`config.mk`:
```
export PLATFORM = sky130hd
export DESIGN_NAME = mips_subset_alu_regfile
export DESIGN_NICKNAME = d
export VERILOG_FILES = /design/src/rtl/msar_pkg.sv /design/src/rtl/msar_ram.sv /design/src/rtl/mips_subset_alu_regfile.sv
export VERILOG_INCLUDE_DIRS = /design/src /design/src/rtl
export SDC_FILE = /design/constraint.sdc
export NUM_CORES = 2
export LEC_CHECK = 0
export BUFFER_PORTS_ARGS = -buffer_cell sky130_fd_sc_hd__buf_4
export CAP_MARGIN = 5
export CORE_UTILIZATION = 55
export CTS_CLUSTER_SIZE = 25
export DETAILED_ROUTE_END_ITERATION = 8
export MAX_ROUTING_LAYER = met4
export PLACE_DENSITY_LB_ADDON = 0.15
export SLEW_MARGIN = 30
export SYNTH_ARGS = -nofsm -noshare
export SYNTH_HDL_FRONTEND = slang
export SYNTH_SLANG_ARGS = --single-unit
```
`constraint.sdc`:
```
create_clock -name clock -period 6.25 [get_ports clock]
set_input_delay 0.3125 -clock clock [delete_from_list [all_inputs] [get_ports clock]]
set_output_delay 0.3125 -clock clock [all_outputs]
set_load 0.1 [all_outputs]
```
`src/rtl/mips_subset_alu_regfile_assert.svh`:
```
// Assertion macros for the MIPS subset ALU with register file.
// Included inside module bodies that check their own control logic.
`ifndef MIPS_SUBSET_ALU_REGFILE_ASSERT_SVH
`define MIPS_SUBSET_ALU_REGFILE_ASSERT_SVH

// Same-cycle implication, checked on every rising clock edge outside reset.
`define MSAR_ASSERT_NOW(name, clk, rst, pre, post, msg) \
   name: assert property (@(posedge clk) disable iff (rst) (pre) |-> (post)) \
      else $error(msg);

// Next-cycle implication, checked on every rising clock edge outside reset.
`define MSAR_ASSERT_NEXT(name, clk, rst, pre, post, msg) \
   name: assert property (@(posedge clk) disable iff (rst) (pre) |=> (post)) \
      else $error(msg);

`endif

```
`src/rtl/msar_pkg.sv`:
```
// Shared types and constants for the MIPS subset ALU with register file.
// No dependencies; imported by the top level.
package msar_pkg;

   localparam int DEF_REG_COUNT  = 32;
   localparam int DEF_DATA_WIDTH = 32;

   localparam int KIND_W      = 4;
   localparam int REG_FIELD_W = 5;
   localparam int IMM_W       = 32;
   localparam int VALUE_W     = 32;

   // number of distinct codes a register field can carry
   localparam int REG_FIELD_SPAN = 2 ** REG_FIELD_W;

   typedef enum logic [KIND_W-1:0] {
      KIND_ADD  = 4'd0,
      KIND_ADDI = 4'd1,
      KIND_AND  = 4'd2,
      KIND_ANDI = 4'd3,
      KIND_OR   = 4'd4,
      KIND_ORI  = 4'd5,
      KIND_SLT  = 4'd6,
      KIND_SLTI = 4'd7,
      KIND_BEQ  = 4'd8,
      KIND_BNE  = 4'd9
   } kind_type;

   typedef struct packed {
      logic [KIND_W-1:0]      kind;
      logic [REG_FIELD_W-1:0] dest_reg;
      logic [REG_FIELD_W-1:0] first_reg;
      logic [REG_FIELD_W-1:0] second_reg;
      logic signed [IMM_W-1:0] immediate;
      logic                   imm_is_first;
   } req_type;

   typedef struct packed {
      logic                      wrote;
      logic signed [VALUE_W-1:0] written_value;
      logic                      taken;
   } rsp_type;

endpackage

```
`src/rtl/msar_ram.sv`:
```
// Generic single-write, single-read RAM with registered read data.
// No package dependencies.
module msar_ram #(
   parameter int WIDTH = 32,
   parameter int DEPTH = 32,
   localparam int ADDR_W = (DEPTH > 1) ? $clog2(DEPTH) : 1
) (
   input  logic              clock,
   input  logic              wr_en,
   input  logic [ADDR_W-1:0] wr_addr,
   input  logic [WIDTH-1:0]  wr_data,
   input  logic              rd_en,
   input  logic [ADDR_W-1:0] rd_addr,
   output logic [WIDTH-1:0]  rd_data
);

   logic [WIDTH-1:0] mem_ff [DEPTH];
   logic [WIDTH-1:0] rd_data_ff;

   always_ff @(posedge clock) begin
      if (wr_en) begin
         mem_ff[wr_addr] <= wr_data;
      end
      // read returns the old contents on a same-address write
      if (rd_en) begin
         rd_data_ff <= mem_ff[rd_addr];
      end
   end

   assign rd_data = rd_data_ff;

endmodule

```
`src/rtl/mips_subset_alu_regfile.sv`:
```
// MIPS subset ALU with register file: executes add, and, or and slt (register and
// immediate forms, immediate on either side) plus beq/bne against REG_COUNT registers
// of DATA_WIDTH bits, all zero after reset. Throughput is one instruction per clock
// while rsp_ready drains the response register; a stall holds the execute stage. An
// accepted request passes the registered read of the register-file RAM, then execute
// into the response register. The next instruction may read a register written by the
// one just before it: that value is forwarded from the last-write register. Register
// indexes are taken modulo REG_COUNT; undefined kinds write nothing and return all-zero
// fields. Depends on msar_pkg, msar_ram and mips_subset_alu_regfile_assert.svh.
module mips_subset_alu_regfile #(
   parameter int REG_COUNT  = msar_pkg::DEF_REG_COUNT,
   parameter int DATA_WIDTH = msar_pkg::DEF_DATA_WIDTH
) (
   input  logic              clock,
   input  logic              reset,
   input  logic              req_valid,
   output logic              req_ready,
   input  msar_pkg::req_type req_data,
   output logic              rsp_valid,
   input  logic              rsp_ready,
   output msar_pkg::rsp_type rsp_data
);

   import msar_pkg::*;

`include "mips_subset_alu_regfile_assert.svh"

   localparam int IDX_W = (REG_COUNT > 1) ? $clog2(REG_COUNT) : 1;
   // wide enough for both the immediate and the data path
   localparam int EXT_W = (DATA_WIDTH > IMM_W) ? DATA_WIDTH : IMM_W;

   // register field code -> file index, i.e. code modulo REG_COUNT
   typedef logic [IDX_W-1:0] idx_lut_type [REG_FIELD_SPAN];

   function automatic idx_lut_type build_idx_lut();
      idx_lut_type lut;
      int unsigned cnt;
      cnt = 0;
      for (int i = 0; i < REG_FIELD_SPAN; i++) begin
         lut[i] = IDX_W'(cnt);
         cnt    = (cnt == REG_COUNT - 1) ? 0 : cnt + 1;
      end
      return lut;
   endfunction

   localparam idx_lut_type IDX_LUT = build_idx_lut();

   // ---------------------------------------------------------------
   // Handshake and stage control
   // ---------------------------------------------------------------
   logic req_fire;
   logic s1_adv;

   logic s1_vld_ff;
   logic out_vld_ff;

   // advance execute into the response register when it is empty or being drained
   assign s1_adv    = s1_vld_ff & (~out_vld_ff | rsp_ready);
   assign req_ready = ~s1_vld_ff | s1_adv;
   assign req_fire  = req_valid & req_ready;

   // ---------------------------------------------------------------
   // Register file read (issued at accept, data valid in execute)
   // ---------------------------------------------------------------
   logic [IDX_W-1:0] req_a_idx;
   logic [IDX_W-1:0] req_b_idx;
   logic [IDX_W-1:0] req_d_idx;

   assign req_a_idx = IDX_LUT[req_data.first_reg];
   assign req_b_idx = IDX_LUT[req_data.second_reg];
   assign req_d_idx = IDX_LUT[req_data.dest_reg];

   logic [DATA_WIDTH-1:0] ram_a_data;
   logic [DATA_WIDTH-1:0] ram_b_data;

   logic                  wr_en;
   logic [IDX_W-1:0]      wr_idx;
   logic [DATA_WIDTH-1:0] wr_data;

   // two copies of the file, written alike, give two read ports
   msar_ram #(
      .WIDTH (DATA_WIDTH),
      .DEPTH (REG_COUNT)
   ) u_ram_a (
      .clock   (clock),
      .wr_en   (wr_en),
      .wr_addr (wr_idx),
      .wr_data (wr_data),
      .rd_en   (req_fire),
      .rd_addr (req_a_idx),
      .rd_data (ram_a_data)
   );

   msar_ram #(
      .WIDTH (DATA_WIDTH),
      .DEPTH (REG_COUNT)
   ) u_ram_b (
      .clock   (clock),
      .wr_en   (wr_en),
      .wr_addr (wr_idx),
      .wr_data (wr_data),
      .rd_en   (req_fire),
      .rd_addr (req_b_idx),
      .rd_data (ram_b_data)
   );

   // Per-entry written flags: an entry never written since reset reads as zero.
   logic [REG_COUNT-1:0] reg_vld_ff;

   always_ff @(posedge clock) begin
      if (reset) begin
         reg_vld_ff <= '0;
      end else if (wr_en) begin
         reg_vld_ff[wr_idx] <= 1'b1;
      end
   end

   // ---------------------------------------------------------------
   // Execute stage registers
   // ---------------------------------------------------------------
   req_type          s1_req_ff;
   logic [IDX_W-1:0] s1_a_idx_ff;
   logic [IDX_W-1:0] s1_b_idx_ff;
   logic [IDX_W-1:0] s1_dst_ff;
   logic             s1_a_vld_ff;
   logic             s1_b_vld_ff;

   logic s1_vld_in;
   assign s1_vld_in = req_fire | (s1_vld_ff & ~s1_adv);

   always_ff @(posedge clock) begin
      if (reset) begin
         s1_vld_ff <= 1'b0;
      end else begin
         s1_vld_ff <= s1_vld_in;
      end
      // capture payload and written flags alongside the RAM read
      if (req_fire) begin
         s1_req_ff   <= req_data;
         s1_a_idx_ff <= req_a_idx;
         s1_b_idx_ff <= req_b_idx;
         s1_dst_ff   <= req_d_idx;
         s1_a_vld_ff <= reg_vld_ff[req_a_idx];
         s1_b_vld_ff <= reg_vld_ff[req_b_idx];
      end
   end

   // Last-write register: the write that landed in the same edge as this
   // instruction's RAM read is missed by the read, so forward it.
   logic                  fwd_vld_ff;
   logic [IDX_W-1:0]      fwd_idx_ff;
   logic [DATA_WIDTH-1:0] fwd_data_ff;

   always_ff @(posedge clock) begin
      if (reset) begin
         fwd_vld_ff <= 1'b0;
      end else if (wr_en) begin
         fwd_vld_ff <= 1'b1;
      end
      if (wr_en) begin
         fwd_idx_ff  <= wr_idx;
         fwd_data_ff <= wr_data;
      end
   end

   // ---------------------------------------------------------------
   // Execute
   // ---------------------------------------------------------------
   logic [DATA_WIDTH-1:0] reg_a;
   logic [DATA_WIDTH-1:0] reg_b;
   logic [EXT_W-1:0]      imm_ext;
   logic [DATA_WIDTH-1:0] imm_val;
   logic                  imm_form;
   logic [DATA_WIDTH-1:0] opa;
   logic [DATA_WIDTH-1:0] opb;
   logic [DATA_WIDTH-1:0] res_value;
   logic                  res_wrote;
   logic                  res_taken;
   logic [EXT_W-1:0]      res_ext;
   rsp_type               res_rsp;

   always_comb begin
      // pick forwarded data, else RAM data, else the reset value
      if (fwd_vld_ff && (fwd_idx_ff == s1_a_idx_ff)) begin
         reg_a = fwd_data_ff;
      end else begin
         reg_a = s1_a_vld_ff ? ram_a_data : '0;
      end
      if (fwd_vld_ff && (fwd_idx_ff == s1_b_idx_ff)) begin
         reg_b = fwd_data_ff;
      end else begin
         reg_b = s1_b_vld_ff ? ram_b_data : '0;
      end

      // sign-extend the immediate, then fit it to the data path
      imm_ext = EXT_W'(s1_req_ff.immediate);
      imm_val = imm_ext[DATA_WIDTH-1:0];

      // odd kinds below beq are the immediate forms
      imm_form = (s1_req_ff.kind < KIND_BEQ) && s1_req_ff.kind[0];
      opa      = (imm_form && s1_req_ff.imm_is_first)  ? imm_val : reg_a;
      opb      = (imm_form && !s1_req_ff.imm_is_first) ? imm_val : reg_b;

      res_value = '0;
      res_wrote = 1'b0;
      res_taken = 1'b0;
      case (s1_req_ff.kind)
         KIND_ADD, KIND_ADDI: begin
            res_value = opa + opb;
            res_wrote = 1'b1;
         end
         KIND_AND, KIND_ANDI: begin
            res_value = opa & opb;
            res_wrote = 1'b1;
         end
         KIND_OR, KIND_ORI: begin
            res_value = opa | opb;
            res_wrote = 1'b1;
         end
         KIND_SLT, KIND_SLTI: begin
            res_value = DATA_WIDTH'($signed(opa) < $signed(opb));
            res_wrote = 1'b1;
         end
         KIND_BEQ: begin
            res_taken = (opa == opb);
         end
         KIND_BNE: begin
            res_taken = (opa != opb);
         end
         default: begin
            // undefined kind: no write, all-zero result
            res_value = '0;
         end
      endcase

      // report the value zero-extended or cut to the result field
      res_ext               = EXT_W'(res_value);
      res_rsp.wrote         = res_wrote;
      res_rsp.written_value = res_ext[VALUE_W-1:0];
      res_rsp.taken         = res_taken;
   end

   // write back as the instruction leaves execute
   assign wr_en   = s1_adv & res_wrote;
   assign wr_idx  = s1_dst_ff;
   assign wr_data = res_value;

   // ---------------------------------------------------------------
   // Response register
   // ---------------------------------------------------------------
   rsp_type out_data_ff;
   logic    out_vld_in;

   assign out_vld_in = s1_adv | (out_vld_ff & ~rsp_ready);

   always_ff @(posedge clock) begin
      if (reset) begin
         out_vld_ff <= 1'b0;
      end else begin
         out_vld_ff <= out_vld_in;
      end
      if (s1_adv) begin
         out_data_ff <= res_rsp;
      end
   end

   assign rsp_valid = out_vld_ff;
   assign rsp_data  = out_data_ff;

   // ---------------------------------------------------------------
   // Assertions
   // ---------------------------------------------------------------
   `MSAR_ASSERT_NOW(a_hold_when_blocked, clock, reset,
      s1_vld_ff && out_vld_ff && !rsp_ready, !req_ready,
      "request accepted while execute stage is blocked")

   `MSAR_ASSERT_NEXT(a_fwd_tracks_write, clock, reset,
      wr_en, fwd_vld_ff && (fwd_idx_ff == $past(wr_idx)),
      "last-write register does not follow the register write")

   `MSAR_ASSERT_NEXT(a_written_flag_set, clock, reset,
      wr_en, reg_vld_ff[$past(wr_idx)],
      "written register not flagged as written")

   `MSAR_ASSERT_NOW(a_branch_no_write, clock, reset,
      s1_adv && res_taken, !wr_en,
      "branch outcome reported together with a register write")

endmodule
```
# Yosys cells after proc, flatten, opt, wreduce, memory -nomap -nowiden
# Memory sizes are Yosys's and may differ from the RTL's. A register that Yosys moved wholly into a read port is not among the register bits.
# Cells that the tools add are included.
# word_totals
register_bits	155
mem_bits_ro	480
output_inout_bits	36
inputBits	56
word_cells	96
ramBits	2048
memories	5
# memory_table
memory	words	word_bits	read_ports	rd_ports_with_merged_regs	write_ports	line_no	source
u_ram_a.mem_ff	32	32	1	1	1	msar_ram.sv:17	logic [WIDTH-1:0] mem_ff [DEPTH];
u_ram_b.mem_ff	32	32	1	1	1	msar_ram.sv:17	
(name not given)	32	5	1	1	0	mips_subset_alu_regfile.sv:71	assign req_d_idx = IDX_LUT[req_data.dest_reg];
(name not given)	32	5	1	0	0	mips_subset_alu_regfile.sv:70	assign req_b_idx = IDX_LUT[req_data.second_reg];
(name not given)	32	5	1	0	0	mips_subset_alu_regfile.sv:69	assign req_a_idx = IDX_LUT[req_data.first_reg];
# classes
addsub	1
muxes	21
n_lt_le_gt_ge	8
eq_ne	13
reduce_logical	13
bitwise	19
# op_table
operator	n
32-bit 2-to-1 mux	6
32-bit one-hot mux with 4 select lines	1
32-bit bitwise OR	2
32-bit adder	1
32-bit AND	1
32-bit == test	1
32-bit less-than comparator	1
32-bit != test	1
5-bit 2-to-1 mux	4
5-bit by 6-bit less-than comparator with 1-bit output, second input constant	3
5-bit inverter with 6-bit output	3
4-bit by 3-bit == test with 1-bit output, second input constant	4
6-bit greater-or-equal comparator, second input constant	2
1-bit binary-select mux with 5-bit select	2
5-bit == test	2
4-bit by 2-bit == test with 1-bit output, second input constant	2
4-bit == test, second input constant	2
2-bit OR reduction	4
8-bit OR reduction	1
1-bit logical AND	6
1-bit 2-to-1 mux	6
1-bit AND	5
1-bit demux with 5-bit select	1
5-bit by 1-bit greater-or-equal comparator with 1-bit output, second input constant	1
other kinds (7)	13

# Logic depth before layout (Yosys ltp)
# depth
depth_word	6
mapped_depth	19
ltp_nobuf	17

# Hierarchy
# From an unflattened synthesis, not the netlist that was laid out.
# unflattened
cells_unflattened	5659
hier_area_um2	92560.0
# modules_own_cells
module	n_inst	seq_area_each_um2	area_each_um2	cells_each
msar_ram	2	31710.4	40805.4	2260
mips_subset_alu_regfile	1	4454.3	10949.3	1139

# Worst setup path before layout
# OpenSTA, ideal clock, no wires.
# synth_path
path_kind	register to register
startpoint	register out_vld_ff, in the netlist rsp_valid
endpoint	memory u_ram_a.mem_ff[25][0], enable pin
setup_slack_ps	-34
stages_incl_launch_ff	8
period_less_slack_ps	6284
n_path_buf	1
arrival_ps	5861
required_time_ps	5827
setup_ps	423
cell_sequence	dfxtp_1 -> nor2b_1 -> nor2b_1 -> and2_1 -> clkbuf_1 -> nor2b_1 -> nand3_1 -> nor2_1
# synth_between
elab_chain_len	6
# synth_lines
item	line_no	source
start, declared	mips_subset_alu_regfile.sv:55	logic out_vld_ff;
start signal, assigned	mips_subset_alu_regfile.sv:260	out_vld_ff <= out_vld_in;
1-bit inverter	mips_subset_alu_regfile.sv:58	assign s1_adv = s1_vld_ff & (~out_vld_ff | rsp_ready);
1-bit bitwise OR	mips_subset_alu_regfile.sv:58	
1-bit AND	mips_subset_alu_regfile.sv:58	
via s1_adv	mips_subset_alu_regfile.sv:52	logic s1_adv;
1-bit AND	mips_subset_alu_regfile.sv:244	assign wr_en = s1_adv & res_wrote;
via u_ram_a.wr_en	msar_ram.sv:9	input logic wr_en,
1-bit 2-to-1 mux	msar_ram.sv:21	if (wr_en) begin
1-bit 2-to-1 mux (not written as such)	msar_ram.sv:22	mem_ff[wr_addr] <= wr_data;
end, declared	msar_ram.sv:17	
# The timed path passes the listed nets, and every way through them passes these cells.

# Final worst setup path
# layout_path
startpoint	register fwd_idx_ff[2]
endpoint	memory u_ram_a.mem_ff[13][31], data pin
# layout_between
elab_chain_len	6
elab_cells_between_ends	12
cone_classes	add/sub: 1; eq/ne: 2; mux: 5; bitwise: 2; reduce/logical: 2
# layout_lines
item	line_no	source
start, declared	mips_subset_alu_regfile.sv:151	logic [IDX_W-1:0] fwd_idx_ff;
start signal, assigned	mips_subset_alu_regfile.sv:161	fwd_idx_ff <= wr_idx;
5-bit == test, on equally long branches	mips_subset_alu_regfile.sv:184, mips_subset_alu_regfile.sv:189	
1-bit logical AND, on equally long branches	mips_subset_alu_regfile.sv:184, mips_subset_alu_regfile.sv:189	
32-bit 2-to-1 mux, on equally long branches	mips_subset_alu_regfile.sv:184, mips_subset_alu_regfile.sv:189	
32-bit 2-to-1 mux, on equally long branches	mips_subset_alu_regfile.sv:201, mips_subset_alu_regfile.sv:202	
32-bit adder, or another cell as far along	mips_subset_alu_regfile.sv:209	res_value = opa + opb;
32-bit one-hot mux with 4 select lines *	mips_subset_alu_regfile.sv:207	case (s1_req_ff.kind)
via res_ext[31]	mips_subset_alu_regfile.sv:179	logic [EXT_W-1:0] res_ext;
# Mark *: on every way through the listed nets, which the timed path passes. The rest lies on a longest branch.

==> out/qor.csv <==
metric,value,unit
synthTopCellsByArea,"edfxtp_1 (61%), mux4_2 (25%), mux2_2 (2.5%), ha_1 (2.0%), dfxtp_1 (1.2%)",
cts_buffer_depth,3,
dieArea,110000,sq um
drc_errors,0,
cts-root-buf,clkbuf_16,
n_fill_cell,7375,
htree_levels,4,
core,107000,sq um
fp.dieW,331,microns
cts_hold_buf,45,
cp_max_fo,39,
clkSinkCount,1248,
ir_drop,0.000285,V
netlist_instances,3115,
grt_pass1_vias,34600,
syn-num-nets,3268,
dp.cells,4511,
clkLatencyLatePin,0.75,ns
hold_path_class,in2reg,
cts.clk_slew.worst_paths,0.05,ns
worst_slew_pin_slew,1.10,ns
worstSetupStartpointType,register,
cp.arrival,5.88,ns
totalWireLength,173000,microns
regArea,37100,sq um
antenna_found_initial,2,
synth_ff_type,edfxtp_1,
ys_warn_count,0,
critPathMaxStageDelay,0.74,ns
power_density,279,nW/um^2
critPathCaptureType,register,
fin_nets,3446,
finalSetupViolations,0,
post-route-period-util,87.9,%
start_util,55.6,%
rsz0062_at_grt,false,
crit_chain,xor2_1 -> nor4_1 -> and3_2 -> o21ai_0 -> mux2_2 -> ha_1 -> a21o_1 -> a21oi_2 -> a2111oi_4 -> o211ai_1 -> a21oi_2 -> o2111ai_1 -> and3_1 -> or3_2,
tns,0,ns
cts_resized,0,
rows,120,
fin_cells,4804,
final_area,67400,sq um
globalRouteOverflowTotal,0,
maxSlewViolCount,0,
cts_made_buffers,134,
postCtsSetupBuffers,0,
dr.pass1.iters,6,
fmax,182,MHz
synth_cell_types,74,
synthArstFlopShare,0,%
grt_max_degree,91,
multi_input_area,21700,sq um
wl_per_cell,36.1,microns
seq_area_frac_synth,62.3,%
avgViaCountPerCell,7.02,
fin_util,62.8,%
required,6.63,ns
clock_skew,0.0202,ns
status,"finished, final reports clean",
whs,0.130,ns
p_leak,22.0,nW
ys_ff_latch,1248,
ys_top_cells_by_count,"edfxtp_1 (1213), mux4_2 (660), nand2_1 (177)",
dpl.hpwl,104000,microns
post-synth-top-count-cell,edfxtp_1,
synth_edf_count,1213,
syn_area_per_cell,19.1,sq um
track_usage,33.3,%
crit_type,reg2reg,
period_needed,5.50,ns
gp_congestion,0.953,
syn_to_final_growth,13.0,%
boundaryPins,92,
antenna_left,0,
tritoncts,done,
post-synth-top-area-fraction,61.1,%
placed_area,62700,sq um
hold_viol_final,0,
vias,33700,
cpMaxStageDelayCell,and3_2,
drive_gt1_share,37.5,%
grt_pass1_wl,246000,microns
synth_area_leader_cell,edfxtp_1,
numPortBuffers,91,
drt_iter0_markers,3987,
drv_cap,0,
cp_common_cell,a21oi_2,
slew_headroom,26.9,%
synth_area,59600,sq um
rrSetupSlack,0.75,ns
die_y,331,microns
-- kinds of logic (layout without fill, tap and decap cells) --
group	Yosys count	in the layout	share of synthesized area, %
adder cells (fa/ha/maj)	97	97	2.05
multiplexers	797	797	27.5
AO/OA/AOI/OAI	248	248	2.72
other	0	5	0
buffers and inverters	294	575	2.08
AND/OR/NAND/NOR	403	403	2.93
flip-flops	1248	1248	62.3
XOR/XNOR	28	28	0.411
-- state kept, by name, summed over array words and instances, names as in the netlist, 32 cells and up --
| register | cells |
|---|---|
| u_ram_a.mem_ff | 640 |
| u_ram_b.mem_ff | 384 |
| rsp_data | 34 |
| fwd_data_ff | 32 |
| imm_ext | 32 |
| reg_vld_ff | 32 |
| u_ram_a.rd_data | 32 |
| u_ram_b.rd_data | 32 |
-- layer usage --
metal | global-route usage, % | part of all wire, % | up-vias
met5 | - | 0 | -
met4 | 13.2 | 4.1 | 0
met3 | 5.63 | 8.4 | 367
met2 | 53.0 | 50 | 1862
met1 | 43.2 | 37 | 18100
li1 | - | - | 13400
-- worst max-delay path: cells and delay by family, from the launching register on --
kind / cells / cell delay, ns
mux: 1 / 0.31
xor+xnor: 1 / 0.20
flops: 1 / 0.42
simple gates: 4 / 1.97
fa+ha+maj: 1 / 0.47
compound gates: 7 / 1.74
-- stage by stage --
stage	worst slack, ns	power, W
6_report	0.755	0.0188
5_1_grt	0.353	0.0193
3_5_place_dp	0.778	0.0113
2_1_floorplan	0.608	0.0108
4_1_cts	0.755	0.0189
3_3_place_gp	0.886	0.0113
-- cell type report --
cell class                      instances  share of cell area, %
Antenna cell                            5                 0.0186
Clock buffer                          164                   5.29
Clock inverter                         75                  0.875
Inverter                               82                  0.457
Multi-Input combinational cell       1573                   32.2
Sequential cell                      1248                   55.1
Tap cell                             1403                   2.61
Timing Repair Buffer                  254                   3.50
-- path summary, 6_finish.rpt --
check | to | cells after the start | start
max | u_ram_a.mem_ff[13][31] | 14 | fwd_idx_ff[2]
min | s1_b_idx_ff[3] | 1 | req_data[36]
max reg2reg | u_ram_a.mem_ff[13][31] | 14 | fwd_idx_ff[2]
min reg2reg | reg_vld_ff[1] | 2 | reg_vld_ff[1]
-- report_power, final --
part,internal [W],switching (W)
logic,0.000735,0.00104
registers,0.00934,0.0000714
clock network,0.00434,0.00325
total,0.0144,0.00437
-- cells in the final DEF, fill, tap and decap left out, drive strengths merged, types with 8 or more instances in the layout --
cell / netlist / layout
mux4: 660 / 660
clkbuf: 117 / 164
nor2b: 10 / 10
nor2: 138 / 138
a21oi: 65 / 65
nand2b: 8 / 8
o21ai: 89 / 89
mux2: 130 / 130
a21o: 10 / 10
dlygate4sd3: 0 / 47
o211ai: 10 / 10
nor4: 8 / 8
inv: 81 / 86
edfxtp: 1213 / 1213
o21bai: 13 / 13
xnor2: 10 / 10
clkinv: 1 / 63
nand3: 16 / 16
xor2: 18 / 18
nand2: 178 / 178
ha: 96 / 96
buf: 95 / 207
dfxtp: 35 / 35
a211oi: 9 / 9
and3: 11 / 11
Note: power is estimated with default switching activity, not from simulation.
